==> config.mk <==
export PLATFORM = sky130hd
export DESIGN_NAME = dns_name_label_encoder_unit
export DESIGN_NICKNAME = d
export VERILOG_FILES = /design/src/hw/rtl/dnle_pkg.sv /design/src/hw/rtl/dnle_ram.sv /design/src/hw/rtl/dnle_ctrl.sv /design/src/hw/rtl/dnle_dp.sv /design/src/hw/rtl/dns_name_label_encoder_unit.sv
export SDC_FILE = /design/constraint.sdc
export NUM_CORES = 1
export LEC_CHECK = 0
export ABC_AREA = 0
export BUFFER_PORTS_ARGS = -buffer_cell sky130_fd_sc_hd__buf_2
export CAP_MARGIN = 40
export CELL_PAD_IN_SITES_DETAIL_PLACEMENT = 1
export CELL_PAD_IN_SITES_GLOBAL_PLACEMENT = 1
export CORE_MARGIN = 3
export CORE_UTILIZATION = 40
export CTS_CLUSTER_DIAMETER = 150
export CTS_CLUSTER_SIZE = 30
export DETAILED_ROUTE_END_ITERATION = 6
export PLACE_DENSITY = 0.75
export REMOVE_ABC_BUFFERS = 1
export SLEW_MARGIN = 20
export SYNTH_ARGS = -nofsm -noshare
export SYNTH_HDL_FRONTEND = slang
export SYNTH_SLANG_ARGS = --single-unit
==> constraint.sdc <==
create_clock -name clock -period 2.5 [get_ports clock]
set_input_delay 0 -clock clock [delete_from_list [all_inputs] [get_ports clock]]
set_output_delay 0 -clock clock [all_outputs]
set_load 0.05 [all_outputs]
==> src/hw/rtl/dnle_pkg.sv <==
// Package for the DNS name label encoder: item types, controller state,
// command and status structs, and sizing constants. Depends on nothing.
package dnle_pkg;

   // Label store sizing.
   localparam int STORE_DEPTH   = 63;
   localparam int STORE_AW      = $clog2(STORE_DEPTH);
   localparam int COUNT_W       = 6;
   localparam int LABEL_MAX_DEF = 63;

   // Character that separates labels.
   localparam logic [7:0] DOT_CHAR = 8'h2E;

   // One input item: a name character or an end-of-name mark.
   typedef struct packed {
      logic [7:0] ch;
      logic       end_of_name;
   } req_item_type;

   // One result item: a byte of the encoded label.
   typedef struct packed {
      logic [7:0] out_byte;
      logic       last_of_run;
      logic       overflow;
   } rsp_item_type;

   // Controller states.
   typedef enum logic {
      ST_IDLE,
      ST_SEND
   } state_type;

   // Commands from the controller to the datapath.
   typedef struct packed {
      logic store_char;
      logic close_label;
      logic send_byte;
   } cmd_type;

   // Status from the datapath to the controller.
   typedef struct packed {
      logic is_close;
      logic len_zero;
      logic last_byte;
      logic out_free;
   } stat_type;

endpackage

==> src/hw/rtl/dnle_ram.sv <==
// Generic single-write, single-read RAM with a registered read port.
// Depends on nothing.
module dnle_ram #(
   parameter int WIDTH = 8,
   parameter int DEPTH = 63,
   parameter int AW    = $clog2(DEPTH)
) (
   input  logic             clock,
   input  logic             wr_en,
   input  logic [AW-1:0]    wr_addr,
   input  logic [WIDTH-1:0] wr_data,
   input  logic             rd_en,
   input  logic [AW-1:0]    rd_addr,
   output logic [WIDTH-1:0] rd_data
);

   logic [WIDTH-1:0] mem_ff [DEPTH];
   logic [WIDTH-1:0] rd_data_ff;

   // Write port and registered read port; read data holds between reads.
   always_ff @(posedge clock) begin
      if (wr_en) begin
         mem_ff[wr_addr] <= wr_data;
      end
      if (rd_en) begin
         rd_data_ff <= mem_ff[rd_addr];
      end
   end

   assign rd_data = rd_data_ff;

endmodule

==> src/hw/rtl/dnle_ctrl.sv <==
// Controller state machine for the DNS name label encoder.
// Depends on dnle_pkg.
module dnle_ctrl (
   input  logic               clock,
   input  logic               reset,
   input  logic               req_valid,
   output logic               req_stall,
   input  dnle_pkg::stat_type stat,
   output dnle_pkg::cmd_type  cmd
);
   import dnle_pkg::*;

   state_type state_ff;
   state_type state_in;

   // State register.
   always_ff @(posedge clock) begin
      if (reset) begin
         state_ff <= ST_IDLE;
      end else begin
         state_ff <= state_in;
      end
   end

   // Next state and commands.
   always_comb begin
      state_in = state_ff;
      cmd       = '0;
      req_stall = 1'b1;
      unique case (state_ff)
         ST_IDLE: begin
            // Items are taken whenever the output register can take a byte.
            req_stall = !stat.out_free;
            if (req_valid && stat.out_free) begin
               if (stat.is_close) begin
                  cmd.close_label = 1'b1;
                  if (!stat.len_zero) begin
                     state_in = ST_SEND;
                  end
               end else begin
                  cmd.store_char = 1'b1;
               end
            end
         end
         ST_SEND: begin
            // Replay the buffered characters, one per free output slot.
            if (stat.out_free) begin
               cmd.send_byte = 1'b1;
               if (stat.last_byte) begin
                  state_in = ST_IDLE;
               end
            end
         end
         default: begin
            state_in = ST_IDLE;
         end
      endcase
   end

endmodule

==> src/hw/rtl/dnle_dp.sv <==
// Datapath for the DNS name label encoder: label store, counters and the
// output register. Depends on dnle_pkg and dnle_ram.
module dnle_dp #(
   parameter int LABEL_MAX = dnle_pkg::LABEL_MAX_DEF
) (
   input  logic                   clock,
   input  logic                   reset,
   input  dnle_pkg::req_item_type req_data,
   output logic                   rsp_valid,
   input  logic                   rsp_stall,
   output dnle_pkg::rsp_item_type rsp_data,
   input  dnle_pkg::cmd_type      cmd,
   output dnle_pkg::stat_type     stat
);
   import dnle_pkg::*;

   localparam logic [COUNT_W-1:0] LimitC = COUNT_W'(LABEL_MAX);

   logic [COUNT_W-1:0] count_ff, count_in;
   logic               ovf_ff, ovf_in;
   logic [COUNT_W-1:0] len_ff, len_in;
   logic [COUNT_W-1:0] idx_ff, idx_in;
   logic               lab_ov_ff, lab_ov_in;
   rsp_item_type       rsp_ff, rsp_in;
   logic               rsp_valid_ff, rsp_valid_in;

   logic               wr_en;
   logic               rd_en;
   logic [STORE_AW-1:0] rd_addr;
   logic [7:0]          rd_data;
   logic                last_byte;

   dnle_ram #(
      .WIDTH (8),
      .DEPTH (STORE_DEPTH),
      .AW    (STORE_AW)
   ) u_store (
      .clock   (clock),
      .wr_en   (wr_en),
      .wr_addr (STORE_AW'(count_ff)),
      .wr_data (req_data.ch),
      .rd_en   (rd_en),
      .rd_addr (rd_addr),
      .rd_data (rd_data)
   );

   // Status toward the controller.
   assign last_byte      = (idx_ff == len_ff - COUNT_W'(1));
   assign stat.is_close  = req_data.end_of_name || (req_data.ch == DOT_CHAR);
   assign stat.len_zero  = (count_ff == '0);
   assign stat.last_byte = last_byte;
   assign stat.out_free  = !rsp_valid_ff || !rsp_stall;

   // A character is stored while the label has room; otherwise it is dropped.
   assign wr_en = cmd.store_char && (count_ff < LimitC);

   // Closing a non-empty label reads the first character; each sent byte but the last reads the next one.
   assign rd_en   = (cmd.close_label && !stat.len_zero) || (cmd.send_byte && !last_byte);
   assign rd_addr = cmd.send_byte ? STORE_AW'(idx_ff + COUNT_W'(1)) : '0;

   // Next values of the label state and the output register.
   always_comb begin
      count_in     = count_ff;
      ovf_in       = ovf_ff;
      len_in       = len_ff;
      idx_in       = idx_ff;
      lab_ov_in    = lab_ov_ff;
      rsp_in       = rsp_ff;
      rsp_valid_in = rsp_valid_ff && rsp_stall;
      if (cmd.store_char) begin
         if (count_ff < LimitC) begin
            count_in = count_ff + COUNT_W'(1);
         end else begin
            ovf_in = 1'b1;
         end
      end
      if (cmd.close_label) begin
         // The length byte goes out first; the label state starts over.
         rsp_in.out_byte    = 8'(count_ff);
         rsp_in.last_of_run = (count_ff == '0);
         rsp_in.overflow    = ovf_ff;
         rsp_valid_in       = 1'b1;
         len_in             = count_ff;
         lab_ov_in          = ovf_ff;
         idx_in             = '0;
         count_in           = '0;
         ovf_in             = 1'b0;
      end
      if (cmd.send_byte) begin
         rsp_in.out_byte    = rd_data;
         rsp_in.last_of_run = last_byte;
         rsp_in.overflow    = lab_ov_ff;
         rsp_valid_in       = 1'b1;
         idx_in             = idx_ff + COUNT_W'(1);
      end
   end

   // Control registers.
   always_ff @(posedge clock) begin
      if (reset) begin
         count_ff     <= '0;
         ovf_ff       <= 1'b0;
         rsp_valid_ff <= 1'b0;
      end else begin
         count_ff     <= count_in;
         ovf_ff       <= ovf_in;
         rsp_valid_ff <= rsp_valid_in;
      end
   end

   // Payload registers.
   always_ff @(posedge clock) begin
      len_ff    <= len_in;
      idx_ff    <= idx_in;
      lab_ov_ff <= lab_ov_in;
      rsp_ff    <= rsp_in;
   end

   assign rsp_valid = rsp_valid_ff;
   assign rsp_data  = rsp_ff;

   // The held character count never passes the label limit.
   a_count_bound : assert property (@(posedge clock) disable iff (reset)
      count_ff <= LimitC)
      else $error("label count above limit");

   // A replayed byte always lies inside the closed label.
   a_idx_in_label : assert property (@(posedge clock) disable iff (reset)
      cmd.send_byte |-> (idx_ff < len_ff))
      else $error("replay index beyond label length");

   // A stored character, a label close and a replayed byte never coincide.
   a_cmd_exclusive : assert property (@(posedge clock) disable iff (reset)
      $countones({cmd.store_char, cmd.close_label, cmd.send_byte}) <= 1)
      else $error("conflicting datapath commands");

endmodule

==> src/hw/rtl/dns_name_label_encoder_unit.sv <==
// Top level of the DNS name label encoder: joins controller and datapath.
// Depends on dnle_pkg, dnle_ctrl, dnle_dp and dnle_ram.
//
// The unit takes a host name one character item at a time and emits DNS wire
// labels. A character item produces no result; up to LABEL_MAX characters
// are kept per label and later ones are dropped, which sets the overflow
// flag on every byte of that label. A dot or an end-of-name item closes the
// label: its length byte appears on the output in the cycle after the item
// is taken, then the n buffered characters follow at one byte a cycle while
// the output does not stall, paced by the single read port of the label
// store. An empty label gives a single zero byte. The store needs no
// clearing after reset, and output stalls simply hold the replay.
module dns_name_label_encoder_unit #(
   parameter int LABEL_MAX = dnle_pkg::LABEL_MAX_DEF
) (
   input  logic                   clock,
   input  logic                   reset,
   input  logic                   req_valid,
   output logic                   req_stall,
   input  dnle_pkg::req_item_type req_data,
   output logic                   rsp_valid,
   input  logic                   rsp_stall,
   output dnle_pkg::rsp_item_type rsp_data
);
   import dnle_pkg::*;

   cmd_type  cmd;
   stat_type stat;

   dnle_ctrl u_ctrl (
      .clock     (clock),
      .reset     (reset),
      .req_valid (req_valid),
      .req_stall (req_stall),
      .stat      (stat),
      .cmd       (cmd)
   );

   dnle_dp #(
      .LABEL_MAX (LABEL_MAX)
   ) u_dp (
      .clock     (clock),
      .reset     (reset),
      .req_data  (req_data),
      .rsp_valid (rsp_valid),
      .rsp_stall (rsp_stall),
      .rsp_data  (rsp_data),
      .cmd       (cmd),
      .stat      (stat)
   );

endmodule

==> flow_summary.yaml, run 1 <==
status:
  status: "finished with violations"
  violations: "negative setup slack"
synth:
  synth.top_cell.area_share: 0.7287
  yosysMostFrequentCell: "edfxtp_1"
  yosys-top-cells-area: "edfxtp_1, mux2i_1, nand2_1, nor2_1, o221ai_1"
  synth-seq-cells: 544
  synth_area_um2: 22050
  yosys.area_share.adder: 0.002270
  ys_top_cells_by_count: "edfxtp_1, nand2_1, nor2_1"
  synthMuxAreaShare: 0.05919
  seq_area_frac_synth: 0.7368
  synth_top_area_cell: "edfxtp_1"
  yosysUniqueCellTypes: 71
  async_flop_share: 0
  synth-compound-area-share: 0.1024
  syn_inst: 1440
  synth_top_family_by_area: "compound AO/OA/AOI/OAI gates"
  synth-xor-area-share: 0.007037
  synthSimpleGateAreaFrac: 0.06855
  yosys_warnings: 0
  syn-mean-instance-area_um2: 15.31
  synthFlopType: "edfxtp_1"
  synth_edf_count: 535
power_and_ir_drop:
  leakage_nw: 8.971
  p_int_mw: 12.13
  irDropWorstVdd_v: 0.0004868
  seq_power_share: 0.641
  swShare: 0.2279
  power_switching_mw: 3.581
  p_per_area_nw_per_um2: 598.3
  clkPwrFrac: 0.284
  combPwrFrac: 0.076
setup_path:
  worstPathMaxFanout: 4
  rrSetupSlack_ns: -0.31
  critPathKind: "register to register"
  cp-end-kind: "register"
  startpoint_type: "register"
  cp.arrival_ns: 3.18
  cp_data_required_time_ns: 2.86
sta:
  rsz0062_at_grt: "true"
  layout_min_cycle_time_ns: 2.813
  fmax_ghz: 0.3555
  finalSetupViolations: 8
  worstMarginPinSlew_ns: 0.8507
  finalHoldViolCount: 0
  clock_skew_ns: 0.06887
  relSlewSlack: 0.4329
  setup_tns_ns: -1.441
  setup_slack_ns: -0.3128
  min_period_over_period: 1.125
  slew_violations: 0
cells_and_area:
  drive_gt1_frac: 0.2684
  stdcell_count: 2370
  syn_to_final_growth_pct: 19.12
  design_area_um2: 26260
  fillers: 5226
  nNetsFinal: 1684
routing:
  wl_per_cell_um: 30.38
  post-route-drc-count: 0
  drt-initial-drc-count: 1939
  viasPerCell: 6.213
  drt-total-wl_um: 72000
  firstDrtPassIters: 5
  num_vias: 14724
  ant_nets: 0
place:
  post-place-ws_ns: -0.4480
  placed_area_um2: 24730
  dp_cells: 2306
  gp_congestion: 0.9441
  port_buffers: 24
  hpwl_um: 45970
global_route:
  grt_pass1_wl_um: 102700
  track_usage: 0.2408
  first_global_vias: 15216
  grt_max_degree: 64
  antenna_found_initial: 3
  grt_overflow: 0
clock_network:
  path_clk_slew_ns: 0.13
  clockBufferDepth: 3
  cts.sinks: 544
  cts_tree: "built"
  cts_buffers: 22
  root_buffer: "clkbuf_16"
  h-tree-depth: 1
  clock_latency_ns: 0.61
die:
  start_util: 0.4073
  core_um2: 54130
  dieArea_um2: 57970
  num_rows: 85
  die_y_um: 240.8
  dieWidth_um: 240.8
  io_pins: 25
flow_run:
  timing.max_cap.violations: 0
min_path:
  hp-class: "input pin to register"
==> kinds of logic (layout without fill, tap and decap cells) <==
kind of cell,count (synthesis),after routing
multiplexers,111,111
other,0,1
flip-flops,544,544
buffers and inverters,111,344
adder cells (fa/ha/maj),4,4
AND/OR/NAND/NOR,328,328
AO/OA/AOI/OAI,326,326
XOR/XNOR,16,16
==> flip-flops by register name, summed over array words and instances, names as in the netlist <==
register / count
u_dp.idx_ff: 6
u_dp.ovf_ff: 1
u_dp.len_ff: 6
u_dp.lab_ov_ff: 1
u_dp.u_store.rd_data: 8
u_dp.count_ff: 6
u_dp.u_store.mem_ff: 504
u_dp.rsp_data: 10
u_ctrl.state_ff: 1
u_dp.rsp_valid: 1
==> worst paths after layout <==
check	from	endpoint	cells past startpoint
max	u_dp.idx_ff[0]	u_dp.u_store.rd_data[5]	11
min	req_data[8]	u_dp.u_store.mem_ff[8][7]	2
max reg2reg	u_dp.idx_ff[0]	u_dp.u_store.rd_data[5]	11
min reg2reg	u_dp.ovf_ff	u_dp.lab_ov_ff	0
==> final cells by class <==
cell class,instances,area (um2),area share
multi-input cells,785,5723,0.2179
diodes,1,2.502,0.00009528
clock inverters,2,46.29,0.001763
repair buffers,299,2731,0.1040
clock buffers,28,573.1,0.02182
inverters,15,71.32,0.002715
well taps,696,870.8,0.03316
flip-flops and latches,544,16250,0.6186
==> placed cells by master (no fill, tap or decap), drive strengths merged, types with 21 or more instances in the layout <==
cell / synthesis / final
nand3: 40 / 40
a211oi: 23 / 23
edfxtp: 535 / 535
buf: 69 / 291
o211ai: 22 / 22
o21ai: 56 / 56
a21oi: 54 / 54
a31oi: 21 / 21
mux2i: 82 / 82
nand2: 106 / 106
nor2: 105 / 105
o221ai: 44 / 44
clkbuf: 27 / 29
o22ai: 28 / 28
==> worst max-delay path: stages, from the launching register on <==
cell and delay, ns:
edfxtp_1 0.51, buf_6 0.18, buf_6 0.13, nand3_4 0.13, xor2_2 0.21, buf_4 0.17, buf_6 0.10, a211o_1 0.11
a211o_1 0.19, o31a_1 0.21, o2111ai_2 0.14, or4_1 0.49
==> power groups by stage <==
stage               logic, mW  clock network (mW)  registers, mW
finish                   1.19                4.46           10.1
CTS                      1.11                4.49           10.1
floorplan               0.362                   0           10.3
global placement        0.990                   0           10.3
detailed placement       1.03                   0           10.3
global route             1.24                4.77           10.1
==> through the flow <==
stage / hold WS, ns / util / total power [mW]
2_1_floorplan: 0.06907 / - / 10.70
3_3_place_gp: 0.2698 / 0.4566 / 11.26
3_5_place_dp: 0.2638 / 0.4569 / 11.30
4_1_cts: 0.09590 / 0.4779 / 15.66
5_1_grt: 0.1295 / 0.4851 / 16.08
6_report: 0.1109 / 0.4852 / 15.71
==> per-layer routing <==
layer  vias up  part of all wire  global-route usage
met5         -                 0                   0
met4         0             0.041             0.09053
met3       173             0.091             0.03748
met2       830              0.48              0.3973
met1      7620              0.39              0.3249
li1       6101                 -                   -
==> repair_timing <==
item | in CTS | in global routing
hold buffers | 3 | 1
gates resized for setup | 69 | 72
pin swaps | 14 | 20
endpoints found under the hold margin | 9 | 4
gates cloned | 3 | 1
buffers inserted | 14 | 10
endpoints found under the setup margin | 41 | 237
Power figures use the tool's default switching activity.
==> run 2, diff against run 1 <==
--- a/config.mk
+++ b/config.mk
@@ -15,9 +15,10 @@
 export CTS_CLUSTER_DIAMETER = 150
 export CTS_CLUSTER_SIZE = 30
 export DETAILED_ROUTE_END_ITERATION = 6
-export PLACE_DENSITY = 0.75
+export PLACE_DENSITY = 0.74
 export REMOVE_ABC_BUFFERS = 1
 export SLEW_MARGIN = 20
 export SYNTH_ARGS = -nofsm -noshare
 export SYNTH_HDL_FRONTEND = slang
+export SYNTH_HIERARCHICAL = 1
 export SYNTH_SLANG_ARGS = --single-unit
==> flow_summary.yaml, run 2 <==
sta:
  setup_tns_ns: -1.985
  finalSetupViolations: 8
  fmax_ghz: 0.3571
  min_period_over_period: 1.120
  holdWs_ns: 0.05441
  rsz0062_at_grt: "true"
  slew_violations: 0
  layout_min_cycle_time_ns: 2.800
  clock_skew_ns: 0.03224
  relSlewSlack: 0.4870
  setup_slack_ns: -0.3004
  finalHoldViolCount: 0
  worstMarginPinSlew_ns: 0.7695
setup_path:
  crit_family: "compound AO/OA/AOI/OAI gates"
  path_cells: "nand2_2 > and2_4 > inv_2 > nor2_4 > buf_6 > buf_12 > buf_16 > mux4_2 > a221oi_4 > o21ai_4 > nand3_2 > o311ai_2"
  rr_endpoint: "u_dp/u_store/rd_data[6]"
  critPathKind: "register to register"
  cp-end-kind: "register"
  worstRegToRegCells: 12
  cp_data_required_time_ns: 2.82
  startpoint_type: "register"
  worstPathMaxFanout: 8
  cp_num_buf_inv: 4
  r2r-start: "u_dp/rsp_valid"
  max_stage_delay_ns: 0.55
  cp.arrival_ns: 3.12
  crit_slowest_cell: "mux4_2"
  rrSetupSlack_ns: -0.30
synth:
  synth.top_cell.area_share: 0.7490
  yosys_warnings: 6
  syn-mean-instance-area_um2: 19.70
  yosys-top-cells-area: "edfxtp_1, mux4_2, nor2_1, mux2i_1, dfxtp_1"
  async_flop_share: 0
  seq_area_frac_synth: 0.7573
  synthFlopType: "edfxtp_1"
  syn_inst: 1089
  synth_top_area_cell: "edfxtp_1"
  yosysMostFrequentCell: "edfxtp_1"
  synth-seq-cells: 544
  synth_edf_count: 535
  synth_area_um2: 21450
  yosysUniqueCellTypes: 56
  ys_top_cells_by_count: "edfxtp_1, mux4_2, nor2_1"
cells_and_area:
  final_common_cell: "edfxtp_1"
  final_cell_mix: "edfxtp_1, buf_4, mux4_2"
  diodes: 0
  drive_gt1_frac: 0.3522
  regMostFlops: "u_dp/u_store/mem_ff"
  syn_to_final_growth_pct: 17.46
  nNetsFinal: 1311
  largest_reg_flops: 504
  fillers: 4889
global_route:
  track_usage: 0.1927
  first_global_vias: 12019
  grt_pass1_wl_um: 80770
  grt_max_degree: 64
  grt_overflow: 0
  antenna_found_initial: 0
power_and_ir_drop:
  p_per_area_nw_per_um2: 608.1
  seq_power_share: 0.657
  combPwrFrac: 0.052
  clkPwrFrac: 0.291
  leakage_nw: 7.864
  power_switching_mw: 3.202
  swShare: 0.2090
  irDropWorstVdd_v: 0.0004616
  p_int_mw: 12.12
clock_network:
  h-tree-depth: 1
  cts_buffers: 22
  cts_tree: "built"
  root_buffer: "clkbuf_16"
  clockBufferDepth: 3
  path_clk_slew_ns: 0.12
  cts.sinks: 544
  clock_latency_ns: 0.57
routing:
  drt-total-wl_um: 54900
  viasPerCell: 5.749
  wl_per_cell_um: 27.49
  num_vias: 11480
  ant_nets: 0
  post-route-drc-count: 0
  firstDrtPassIters: 5
  drt-initial-drc-count: 1359
die:
  dieArea_um2: 56440
  io_pins: 25
  die_y_um: 237.6
  core_um2: 52760
  num_rows: 84
  start_util: 0.4066
  dieWidth_um: 237.6
place:
  post-place-ws_ns: -0.5722
  port_buffers: 24
  gp_congestion: 0.8572
  hpwl_um: 35270
status:
  violations: "negative setup slack"
  status: "finished with violations"
flow_run:
  timing.max_cap.violations: 0
min_path:
  whs_path_depth: 5
  hp-class: "input pin to register"
  hp-start: "rsp_stall"
  hold-path-endpoint: "u_ctrl/state_ff"
[run 2: metrics by stage]
step | area [um2] | power, mW | util | std cells
2_1_floorplan | 21150 | 10.61 | - | 1034
3_3_place_gp | 23770 | 10.97 | 0.4505 | 1933
3_5_place_dp | 23770 | 11.00 | 0.4505 | 1933
4_1_cts | 24990 | 15.40 | 0.4737 | 1990
5_1_grt | 25200 | 15.77 | 0.4776 | 1997
6_report | 25200 | 15.32 | 0.4776 | 1997
[run 2: cell type report]
class	count	area, um2	area share
Timing Repair Buffer	236	2167	0.08601
Inverter	9	33.78	0.001341
Clock buffer	38	631.9	0.02508
Multi-Input combinational cell	481	5226	0.2074
Clock inverter	1	30.03	0.001192
Tap cell	688	860.8	0.03416
Sequential cell	544	16250	0.6448
[run 2: worst max-delay path by stage]
| stage | from | endpoint | cells after the start |
|---|---|---|---|
| 2_1_floorplan | u_dp/rsp_valid | u_dp/u_store/rd_data[5] | 9 |
| 3_3_place_gp | u_dp/rsp_valid | u_dp/u_store/rd_data[4] | 11 |
| 3_5_place_dp | u_dp/rsp_valid | u_dp/u_store/rd_data[1] | 11 |
| 4_1_cts | u_dp/idx_ff[0] | u_dp/u_store/rd_data[2] | 9 |
| 5_1_grt | u_dp/rsp_valid | u_dp/u_store/rd_data[6] | 12 |
| 6_report | u_dp/rsp_valid | u_dp/u_store/rd_data[6] | 12 |
[run 2: power by group through the flow]
stage               Combinational, mW  Sequential (mW)  Clock [mW]
finish                          0.802             10.1        4.45
global route                    0.849             10.1        4.85
CTS                             0.787             10.1        4.55
detailed placement              0.725             10.3           0
global placement                0.700             10.3           0
floorplan                       0.300             10.3           0
[run 2: worst register-to-register path, stage by stage, from the launching register on]
cell      delay [ns]
dfxtp_2         0.34
nand2_2         0.07
and2_4          0.15
inv_2           0.04
nor2_4          0.16
buf_6           0.14
buf_12          0.15
buf_16          0.16
mux4_2          0.55
a221oi_4        0.38
o21ai_4         0.15
nand3_2         0.14
o311ai_2        0.11
[run 2: what timing repair did]
item                                   4_1_cts  5_1_grt
setup buffers                               11        7
endpoints found under the hold margin       14        0
pin swaps                                   14       14
cloned                                       4        0
hold buffers                                 3        0
setup endpoints to repair                  380      237
gates resized for setup                     73       36
[run 2: per-layer routing]
layer	track usage	up-vias	wire length, um
met5	0	-	0
li1	-	4821	-
met4	0.04351	0	1207
met3	0.01671	60	3149
met2	0.3312	401	27840
met1	0.2711	6198	22710
[run 2: cells by family (layout without fill, tap and decap cells)]
kind of cell    count (synthesis)  in the layout  share of synthesized area
fa+ha+maj                       4              4                   0.002333
simple gates                  210            210                    0.04620
mux                           153            153                     0.1391
buf+inv                        64            284                    0.01557
flops                         544            544                     0.7573
compound gates                100            100                    0.03371
xor+xnor                       14             14                   0.005716
